$ cat config.mk
export PLATFORM = sky130hd
export DESIGN_NAME = bounded_ordered_list_engine
export DESIGN_NICKNAME = d
export VERILOG_FILES = /design/src/design/bole_pkg.sv /design/src/design/bole_datapath.sv /design/src/design/bole_controller.sv /design/src/design/bounded_ordered_list_engine.sv
export SDC_FILE = /design/constraint.sdc
export NUM_CORES = 1
export LEC_CHECK = 0
export ABC_AREA = 1
export BUFFER_PORTS_ARGS = -buffer_cell sky130_fd_sc_hd__clkbuf_2
export CORE_MARGIN = 1.5
export CORE_UTILIZATION = 60
export CTS_CLUSTER_DIAMETER = 150
export DETAILED_ROUTE_END_ITERATION = 10
export GPL_TIMING_DRIVEN = 0
export PLACE_DENSITY = 0.85
export SETUP_SLACK_MARGIN = 0.02
export SLEW_MARGIN = 30
export SYNTH_ARGS = -nofsm -noshare
export SYNTH_HDL_FRONTEND = slang
export SYNTH_SLANG_ARGS = --single-unit
$ cat constraint.sdc
create_clock -name clk -period 6.7 [get_ports clk]
set_input_delay 1.005 -clock clk [delete_from_list [all_inputs] [get_ports clk]]
set_output_delay 1.005 -clock clk [all_outputs]
set_load 0.02 [all_outputs]
$ cat src/design/bole_pkg.sv
`default_nettype none

package bole_pkg;

  // Width of the reported entry count.
  localparam int COUNT_W = 5;

  // Operation codes.
  typedef enum logic [1:0] {
    OP_INSERT = 2'd0,
    OP_QUERY  = 2'd1,
    OP_REMOVE = 2'd2
  } opcode_t;

  // Remove tests of an entry against the operand.
  typedef enum logic [1:0] {
    CMP_LESS    = 2'd0,
    CMP_EQUAL   = 2'd1,
    CMP_GREATER = 2'd2
  } cmp_mode_t;

  // One input item.
  typedef struct packed {
    opcode_t            opcode;
    logic signed [31:0] operand;
    cmp_mode_t          compare_mode;
  } in_item_t;

  // One result item.
  typedef struct packed {
    logic               found;
    logic               rejected_full;
    logic [COUNT_W-1:0] entry_count;
    logic               is_empty;
  } result_t;

  // Controller states.
  typedef enum logic [1:0] {
    ST_IDLE,
    ST_SCAN,
    ST_SHIFT
  } ctrl_state_t;

  // Commands from the controller to the datapath.
  typedef struct packed {
    logic load;       // latch operand and compare mode, restart the scan
    logic eq_only;    // membership query: compare for equality
    logic insert;     // write operand at the new head
    logic rd_en;      // read the entry at the scan position
    logic mark_hit;   // remember the hit position as the first write slot
    logic shift_wr;   // write the read entry one place toward the head
    logic dec;        // one entry fewer
    logic finish;     // register the result bits
    logic res_found;
    logic res_rej;
  } ctrl_cmd_t;

  // Status from the datapath to the controller.
  typedef struct packed {
    logic full;       // list holds DEPTH entries
    logic more;       // scan position is below the count
    logic hit;        // registered entry passes the compare
    logic rd_vld;     // read data register holds a fresh entry
  } dp_status_t;

endpackage

`default_nettype wire

$ cat src/design/bole_datapath.sv
`default_nettype none

module bole_datapath #(
  parameter int DEPTH = 16
) (
  input  wire                   clk,
  input  wire                   rst,
  input  bole_pkg::in_item_t    item,
  input  bole_pkg::ctrl_cmd_t   cmd,
  output bole_pkg::dp_status_t  status,
  output bole_pkg::result_t     result
);

  localparam int AW = (DEPTH > 1) ? $clog2(DEPTH) : 1;
  localparam int CW = $clog2(DEPTH + 1);
  localparam int CNT_W = bole_pkg::COUNT_W;
  localparam logic [AW:0]   DEPTH_A = (AW+1)'(DEPTH);
  localparam logic [CW-1:0] DEPTH_C = CW'(DEPTH);
  localparam logic [AW-1:0] LAST_A  = AW'(DEPTH - 1);

  // Entries live in a circular buffer; position 0 sits at head.
  logic [31:0]         mem [DEPTH];
  logic [AW-1:0]       head;
  logic [CW-1:0]       count;
  logic [CW-1:0]       rd_pos;
  logic [CW-1:0]       wr_pos;
  logic                rd_vld;
  logic signed [31:0]  rdata;
  logic signed [31:0]  operand_q;
  bole_pkg::cmp_mode_t mode_q;
  logic                found_q;
  logic                rej_q;

  logic                we;
  logic [AW-1:0]       waddr;
  logic [31:0]         wdata;
  logic [AW-1:0]       raddr;
  logic [AW-1:0]       head_dec;
  logic                cmp_ok;

  // List position to memory address, wrapping once past the end.
  function automatic logic [AW-1:0] pos_to_addr(input logic [AW-1:0] base,
                                                input logic [CW-1:0] pos);
    logic [AW:0] sum;
    sum = {1'b0, base} + {1'b0, pos[AW-1:0]};
    if (sum >= DEPTH_A) begin
      sum = sum - DEPTH_A;
    end
    return sum[AW-1:0];
  endfunction

  // Write port: insert at the new head, or close the gap after a remove.
  always_comb begin
    head_dec = (head == '0) ? LAST_A : head - AW'(1);
    we       = cmd.insert | cmd.shift_wr;
    waddr    = cmd.insert ? head_dec : pos_to_addr(head, wr_pos);
    wdata    = cmd.insert ? item.operand : rdata;
    raddr    = pos_to_addr(head, rd_pos);
  end

  // Entry memory with registered read data.
  always_ff @(posedge clk) begin
    if (we) begin
      mem[waddr] <= wdata;
    end
    if (cmd.rd_en) begin
      rdata <= mem[raddr];
    end
  end

  // Operand and compare mode are held for the whole scan.
  always_ff @(posedge clk) begin
    if (cmd.load) begin
      operand_q <= item.operand;
      mode_q    <= cmd.eq_only ? bole_pkg::CMP_EQUAL : item.compare_mode;
    end
  end

  // List bookkeeping and scan pointers.
  always_ff @(posedge clk) begin
    if (rst) begin
      head    <= '0;
      count   <= '0;
      rd_pos  <= '0;
      wr_pos  <= '0;
      rd_vld  <= 1'b0;
      found_q <= 1'b0;
      rej_q   <= 1'b0;
    end else begin
      if (cmd.insert) begin
        head  <= head_dec;
        count <= count + CW'(1);
      end else if (cmd.dec) begin
        count <= count - CW'(1);
      end
      if (cmd.load) begin
        rd_pos <= '0;
        rd_vld <= 1'b0;
      end else begin
        rd_vld <= cmd.rd_en;
        if (cmd.rd_en) begin
          rd_pos <= rd_pos + CW'(1);
        end
      end
      if (cmd.mark_hit) begin
        wr_pos <= rd_pos - CW'(1);
      end else if (cmd.shift_wr) begin
        wr_pos <= wr_pos + CW'(1);
      end
      if (cmd.finish) begin
        found_q <= cmd.res_found;
        rej_q   <= cmd.res_rej;
      end
    end
  end

  // Signed compare of the registered entry against the operand.
  always_comb begin
    case (mode_q)
      bole_pkg::CMP_LESS:    cmp_ok = rdata < operand_q;
      bole_pkg::CMP_EQUAL:   cmp_ok = rdata == operand_q;
      bole_pkg::CMP_GREATER: cmp_ok = rdata > operand_q;
      default:               cmp_ok = 1'b0;
    endcase
  end

  // Status toward the controller.
  always_comb begin
    status.full   = (count == DEPTH_C);
    status.more   = (rd_pos < count);
    status.hit    = rd_vld & cmp_ok;
    status.rd_vld = rd_vld;
  end

  // Result fields; the count register already holds the value after the item.
  always_comb begin
    result.found         = found_q;
    result.rejected_full = rej_q;
    result.entry_count   = CNT_W'(count);
    result.is_empty      = (count == '0);
  end

endmodule

`default_nettype wire

$ cat src/design/bole_controller.sv
`default_nettype none

module bole_controller (
  input  wire                   clk,
  input  wire                   rst,
  input  wire                   start,
  input  bole_pkg::in_item_t    item,
  input  bole_pkg::dp_status_t  status,
  output bole_pkg::ctrl_cmd_t   cmd,
  output logic                  busy,
  output logic                  done
);

  bole_pkg::ctrl_state_t state;
  bole_pkg::ctrl_state_t state_next;
  logic                  is_rem;
  logic                  is_rem_next;

  // State, operation kind and result strobe.
  always_ff @(posedge clk) begin
    if (rst) begin
      state  <= bole_pkg::ST_IDLE;
      is_rem <= 1'b0;
      done   <= 1'b0;
    end else begin
      state  <= state_next;
      is_rem <= is_rem_next;
      done   <= cmd.finish;
    end
  end

  // Next state and datapath commands.
  always_comb begin
    state_next  = state;
    is_rem_next = is_rem;
    cmd         = '0;
    busy        = (state != bole_pkg::ST_IDLE);
    unique case (state)
      bole_pkg::ST_IDLE: begin
        if (start) begin
          unique case (item.opcode)
            bole_pkg::OP_INSERT: begin
              cmd.finish  = 1'b1;
              cmd.res_rej = status.full;
              cmd.insert  = ~status.full;
            end
            bole_pkg::OP_QUERY: begin
              cmd.load    = 1'b1;
              cmd.eq_only = 1'b1;
              is_rem_next = 1'b0;
              state_next  = bole_pkg::ST_SCAN;
            end
            bole_pkg::OP_REMOVE: begin
              cmd.load    = 1'b1;
              is_rem_next = 1'b1;
              state_next  = bole_pkg::ST_SCAN;
            end
            default: begin
              cmd.finish = 1'b1;
            end
          endcase
        end
      end
      // One read issued and one entry checked per cycle.
      bole_pkg::ST_SCAN: begin
        cmd.rd_en = status.more;
        if (status.hit) begin
          if (is_rem) begin
            cmd.mark_hit = 1'b1;
            state_next   = bole_pkg::ST_SHIFT;
          end else begin
            cmd.finish    = 1'b1;
            cmd.res_found = 1'b1;
            state_next    = bole_pkg::ST_IDLE;
          end
        end else if (!status.more) begin
          cmd.finish = 1'b1;
          state_next = bole_pkg::ST_IDLE;
        end
      end
      // Move each later entry one place toward the head.
      bole_pkg::ST_SHIFT: begin
        cmd.rd_en    = status.more;
        cmd.shift_wr = status.rd_vld;
        if (!status.more && !status.rd_vld) begin
          cmd.dec       = 1'b1;
          cmd.finish    = 1'b1;
          cmd.res_found = 1'b1;
          state_next    = bole_pkg::ST_IDLE;
        end
      end
      default: begin
        state_next = bole_pkg::ST_IDLE;
      end
    endcase
  end

endmodule

`default_nettype wire

$ cat src/design/bounded_ordered_list_engine.sv
// Ordered list of up to DEPTH signed 32-bit values, newest at the head.
// An item is taken when start is high and busy is low; its result appears on
// result for exactly one cycle with done high, and cannot be held off, so the
// receiver must capture it in that cycle. Insert, accepted or rejected as
// full, leaves busy low, so inserts can follow every cycle. Query and remove
// walk the entry memory through its single read port, one entry per cycle: a
// query keeps busy high until a hit or until all held entries are checked; a
// remove stops at the first match and then moves every later entry one place
// toward the head. Nothing needs clearing after reset.
`default_nettype none

module bounded_ordered_list_engine #(
  parameter int DEPTH = 16
) (
  input  wire                 clk,
  input  wire                 rst,
  input  wire                 start,
  input  bole_pkg::in_item_t  item,
  output logic                busy,
  output logic                done,
  output bole_pkg::result_t   result
);

  bole_pkg::ctrl_cmd_t  cmd;
  bole_pkg::dp_status_t status;

  // Sequencing of each operation.
  bole_controller u_ctrl (
    .clk    (clk),
    .rst    (rst),
    .start  (start),
    .item   (item),
    .status (status),
    .cmd    (cmd),
    .busy   (busy),
    .done   (done)
  );

  // Entry memory, count and compare.
  bole_datapath #(
    .DEPTH (DEPTH)
  ) u_dp (
    .clk    (clk),
    .rst    (rst),
    .item   (item),
    .cmd    (cmd),
    .status (status),
    .result (result)
  );

endmodule

`default_nettype wire

# Word level (Yosys, flattened, before mapping)
# Memory sizes are Yosys's and may differ from the RTL's. A register that Yosys moved wholly into a read port is not among the register bits.
# Index checks and enable logic that the tools add are counted.
# totals
n_memories,1
out_inout_bits,10
ram_bits,512
input_bits,39
reg_bits,60
word_cells,102
# op_classes
addsub,10
bitwise,3
n_mux,42
n_eq_ne,12
n_lt_le_gt_ge,5
reduce_logical,17
# mem_list
name,depth,word_bits,read_ports,rd_clocked_by_memory_dff,wr,line,source
u_dp.mem,16,32,1,1,1,bole_datapath.sv:22,logic [31:0] mem [DEPTH];
# op_table
op,n
$eq 32x32->1,1
$gt 32x32->1,1
$lt 32x32->1,1
$mux 32,1
$mux 5,4
$mux 1,17
$mux 2,8
$mux 4,4
$add 5x1->5 const B,3
$sub 4x1->4 const B,3
$add 4x4->5,2
$ge 5x5->1 const B,2
$sub 5x1->5 const B,2
$mux 3,3
$reduce_bool 2->1,4
$eq 2x1->1 const B,3
$eq 2x2->1 const B,3
$logic_not 2->1,3
$pmux 1 s3,2
$pmux 2 s3,1
$reduce_or 2->1,3
$eq 5x5->1 const B,1
$logic_not 5->1,1
$lt 5x5->1,1
other kinds (12),15

# Longest topological paths before layout
# depth
depth_word,8
ltp_mapped,24
depth_no_buf,24

# Modules after synthesis
# Synthesis repeated with hierarchy kept, for this count alone.
# hier_totals
cells_unflattened,1977
hier_area_um2,25719.7
# modules_own_cells
mod,area_per_inst_um2,cells_per_inst,seq_area_each_um2,instances
bole_datapath,25285.5,1909,17777.0,1
bole_controller,434.2,68,80.1,1

# Least setup slack after synthesis
# Ideal clock, no wire load.
# synth_path
kind,input -> register
start,input port item[34] in the netlist's numbering
end,memory u_dp.mem[11][0] (enable)
setup_ns,0.421
stages,9
slack_ns,2.891
required_ns,6.279
path_buffers,0
t_arrival_ns,3.388
path_cell_list,inv_1 > ha_1 > inv_1 > nor2_1 > nand2_2 > or2_2 > nand2_1 > nand3_1 > nor2_1
# synth_via
elab_chain_cells,7
word_cells_on_any_way,8
classes_between,mux: 6; bitwise: 1; reduce/logical: 1
# synth_rtl
element,line,source
"start, declared",bounded_ordered_list_engine.sv:18,"input bole_pkg::in_item_t item,"
$logic_not 2->1 (*),bole_controller.sv:41,unique case (item.opcode)
$mux 1 (*),bole_controller.sv:41,
$mux 3 (*),bole_controller.sv:40,if (start) begin
$mux 3 (*),bole_controller.sv:38,unique case (state)
$or 1x1->1,bole_datapath.sv:55,we = cmd.insert | cmd.shift_wr;
$mux 1,bole_datapath.sv:63,if (we) begin
$mux 1 (implied by the code),bole_datapath.sv:64,mem[waddr] <= wdata;
"end, declared",bole_datapath.sv:22,
# Mark *: on every way between the ends. The rest lies on a longest branch, timed or not.

# Worst setup path after layout
# layout_path
start,register u_dp.rd_pos[0]
end,"register u_dp.rdata[9], read port of u_dp.mem (data pin)"
# layout_via
elab_chain_cells,3
word_cells_on_any_way,6
classes_between,add/sub: 2; order compare: 2; mux: 2
# layout_rtl
element,line,source
"start, declared",bole_datapath.sv:25,logic [CW-1:0] rd_pos;
"start signal, assigned",bole_datapath.sv:102,rd_pos <= rd_pos + CW'(1);
$add 4x4->5,bole_datapath.sv:45,"sum = {1'b0, base} + {1'b0, pos[AW-1:0]};"
$sub 4x1->4 or $ge 5x5->1 (tied branches),"bole_datapath.sv:47, bole_datapath.sv:46",
$mux 4,bole_datapath.sv:46,if (sum >= DEPTH_A) begin
"end, declared",bole_datapath.sv:28,logic signed [31:0] rdata;
# Parallel ways exist; a longest one is shown, timed or not.
# A chain may end at the register's enable or synchronous reset.

==> flow_summary.json <==
{
  "grtUsageMet1_pct": 38.5,
  "leakagePower_nw": 10.4,
  "io_buffers": 47,
  "crit_required_ns": 7.04,
  "crit_chain": "ha_1 > inv_1 > fa_1 > clkbuf_1 > clkbuf_1 > a21oi_1 > o21ai_0 > o211ai_1 > a21oi_1 > a31oi_1",
  "cap_violations": 0,
  "fmax_ghz": 0.260,
  "grt_most_used_layer": "met2",
  "netlist_instances": 1973,
  "ys_seq_elements": 603,
  "crit_path_start_kind": "flip-flop",
  "use_met3_pct": 7.20,
  "final_core_util_pct": 69.0,
  "drv_slew": 0,
  "insertion_delay_ns": 0.63,
  "cts_buffers": 58,
  "totalWireLength_mm": 66.8,
  "syn_area_per_cell_um2": 12.9,
  "syn-num-nets": 2072,
  "status": "completed",
  "first_pass_iters": 7,
  "multi_input_comb_area_um2": 6480,
  "htree_levels": 2,
  "clk_path_buf_depth": 3,
  "place_ws_ns": 2.87,
  "place_congestion": 0.874,
  "fin_ws_ns": 2.85,
  "fin_cells": 2684,
  "areaGrowthSynthToFinish_pct": 13.5,
  "synth_cell_types": 38,
  "antenna_found_initial": 0,
  "ys_seq_area_share_pct": 70.0,
  "arrival_ns": 4.19,
  "hold_violations": 0,
  "max_slew_margin_pct": 29.6,
  "clock_skew_ns": 0.0263,
  "cts_resized": 0,
  "die-area_um2": 43800,
  "critPathMaxStageDelay_ns": 0.82,
  "vias": 17100,
  "crit_fanout": 10,
  "fill_cells": 2586,
  "dp.cells": 2582,
  "hp-class": "flip-flop to flip-flop",
  "worstMarginPinSlew_ns": 1.06,
  "diodes": 0,
  "fin_hold_ws_ns": 0.493,
  "grt_max_degree": 23,
  "grt_pass1_vias": 17300,
  "grt_pass1_wl_mm": 100,
  "peakVddDrop_mv": 0.255,
  "drive_gt1_share_pct": 10.7,
  "grt-ovfl-total": 0,
  "root_buffer": "clkbuf_16",
  "power.density_nw_per_um2": 284,
  "crit_type": "flip-flop to flip-flop",
  "die_w_um": 209,
  "design.core.area_um2": 41900,
  "hold_buffers": 0,
  "synthesis.area_um2": 25500,
  "clk_pin_slew_ns": 0.06,
  "yosys_warnings": 0,
  "fin_crit_ns": 3.85,
  "design_area_um2": 29000,
  "post_drt_wl_per_cell_um": 24.9,
  "place_area_um2": 27200,
  "finalSetupTns_ns": 0,
  "pin_count": 49,
  "clock-sinks": 603,
  "hpwl_mm": 43.9,
  "viasPerCell": 6.39,
  "fin_nets": 2202,
  "rsz0062_at_grt": "no",
  "ant_nets": 0,
  "end_kind": "flip-flop",
  "cts_tree": "built",
  "finalCritPeriodShare_pct": 57.4,
  "drc": 0,
  "seq_area_um2": 17900,
  "row_count": 75,
  "grt_use_met2_pct": 49.9,
  "finalSetupViolCount": 0,
  "cts_setup_buffers": 0,
  "cp_slowest_cell": "clkbuf_1",
  "grt_usage_pct": 30.9,
  "die_y_um": 209,
  "start_util_pct": 60.8,
  "finalPower_mw": 8.21,
  "detail_route.iter0.violations": 2584
}
power breakdown:
part / leakage, nW / switching, mW / internal [mW] / total [mW]
Combinational: 4.16 / 0.600 / 0.247 / 0.847
Sequential: 5.42 / 0.0217 / 4.22 / 4.24
Clock: 0.865 / 1.38 / 1.74 / 3.13
Total: 10.4 / 2.01 / 6.21 / 8.21
path summary, 6_finish.rpt:
kind,cells past startpoint,startpoint,end,slack (ns)
setup reg to reg,10,u_dp.rd_pos[0],u_dp.rdata[9],2.85
hold reg to reg,2,u_dp.rd_pos[4],u_dp.rd_pos[4],0.49
hold / removal,2,u_dp.rd_pos[4],u_dp.rd_pos[4],0.49
setup / recovery,10,u_dp.rd_pos[0],u_dp.rdata[9],2.85
cell usage after synthesis, drive strengths merged:
cell type / number / area, µm²
edfxtp: 578 / 17400
nand2: 250 / 951
inv: 216 / 811
o21ai: 214 / 1070
a21oi: 201 / 1010
mux2i: 128 / 1280
o211ai: 65 / 488
ha: 57 / 713
clkbuf: 55 / 206
buf: 47 / 278
nor2: 45 / 176
a31oi: 32 / 200
dfxtp: 25 / 500
nand3: 24 / 130
xor2: 9 / 86.3
xnor2: 6 / 60.1
nand4: 5 / 46.3
nor3: 4 / 25.0
fa: 3 / 60.1
o21a: 3 / 22.5
nor4: 2 / 12.5
or2: 2 / 12.5
a21o: 1 / 7.51
clkinv: 1 / 3.75
flip-flops by register name (all words and copies together), names as in the netlist:
signal,count
u_dp.found_q,1
u_dp.wr_pos,4
u_dp.rdata,32
u_dp.count,5
u_ctrl.done,1
u_dp.operand_q,32
u_dp.mem,512
u_dp.rd_vld,1
u_dp.mode_q,2
u_dp.rd_pos,5
u_dp.rej_q,1
u_dp.head,4
u_ctrl.state,2
u_ctrl.is_rem,1
worst max-delay path: cells and delay by family (launching register included):
kind	cells	cell delay [ns]
buffers and inverters	3	1.51
adder cells (fa/ha/maj)	2	0.84
AO/OA/AOI/OAI	5	0.74
flip-flops	1	0.45
cell families (layout without fill, tap and decap cells):
kind of cell / Yosys count / count (layout) / synth area share, %
compound gates: 516 / 516 / 11.0
flops: 603 / 603 / 70.0
buf+inv: 319 / 491 / 5.09
xor+xnor: 15 / 15 / 0.574
simple gates: 332 / 332 / 5.31
fa+ha+maj: 60 / 60 / 3.03
mux: 128 / 128 / 5.02
cell type report:
class                           instances  area share (%)
Buffer                                102            1.67
Clock buffer                           72            5.19
Clock inverter                         30           0.951
Inverter                              217            2.81
Multi-Input combinational cell       1051            22.4
Sequential cell                       603            61.7
Tap cell                              539            2.33
Timing Repair Buffer                   70            2.97
placed cells by master (no fill, tap or decap), drive strengths merged:
cell type	instances
edfxtp	578
nand2	250
inv	217
o21ai	214
a21oi	201
clkbuf	174
mux2i	128
buf	70
o211ai	65
ha	57
nor2	45
a31oi	32
dfxtp	25
nand3	24
clkinv	24
xor2	9
xnor2	6
nand4	5
bufinv	4
nor3	4
o21a	3
fa	3
nor4	2
clkinvlp	2
or2	2
a21o	1
routing by layer:
metal | vias to the layer above | wire, µm
met5 | - | 62
met4 | 2 | 3660
met3 | 251 | 7850
met2 | 1304 | 31700
met1 | 8226 | 23500
li1 | 7357 | -
Power figures use the tool's default switching activity.
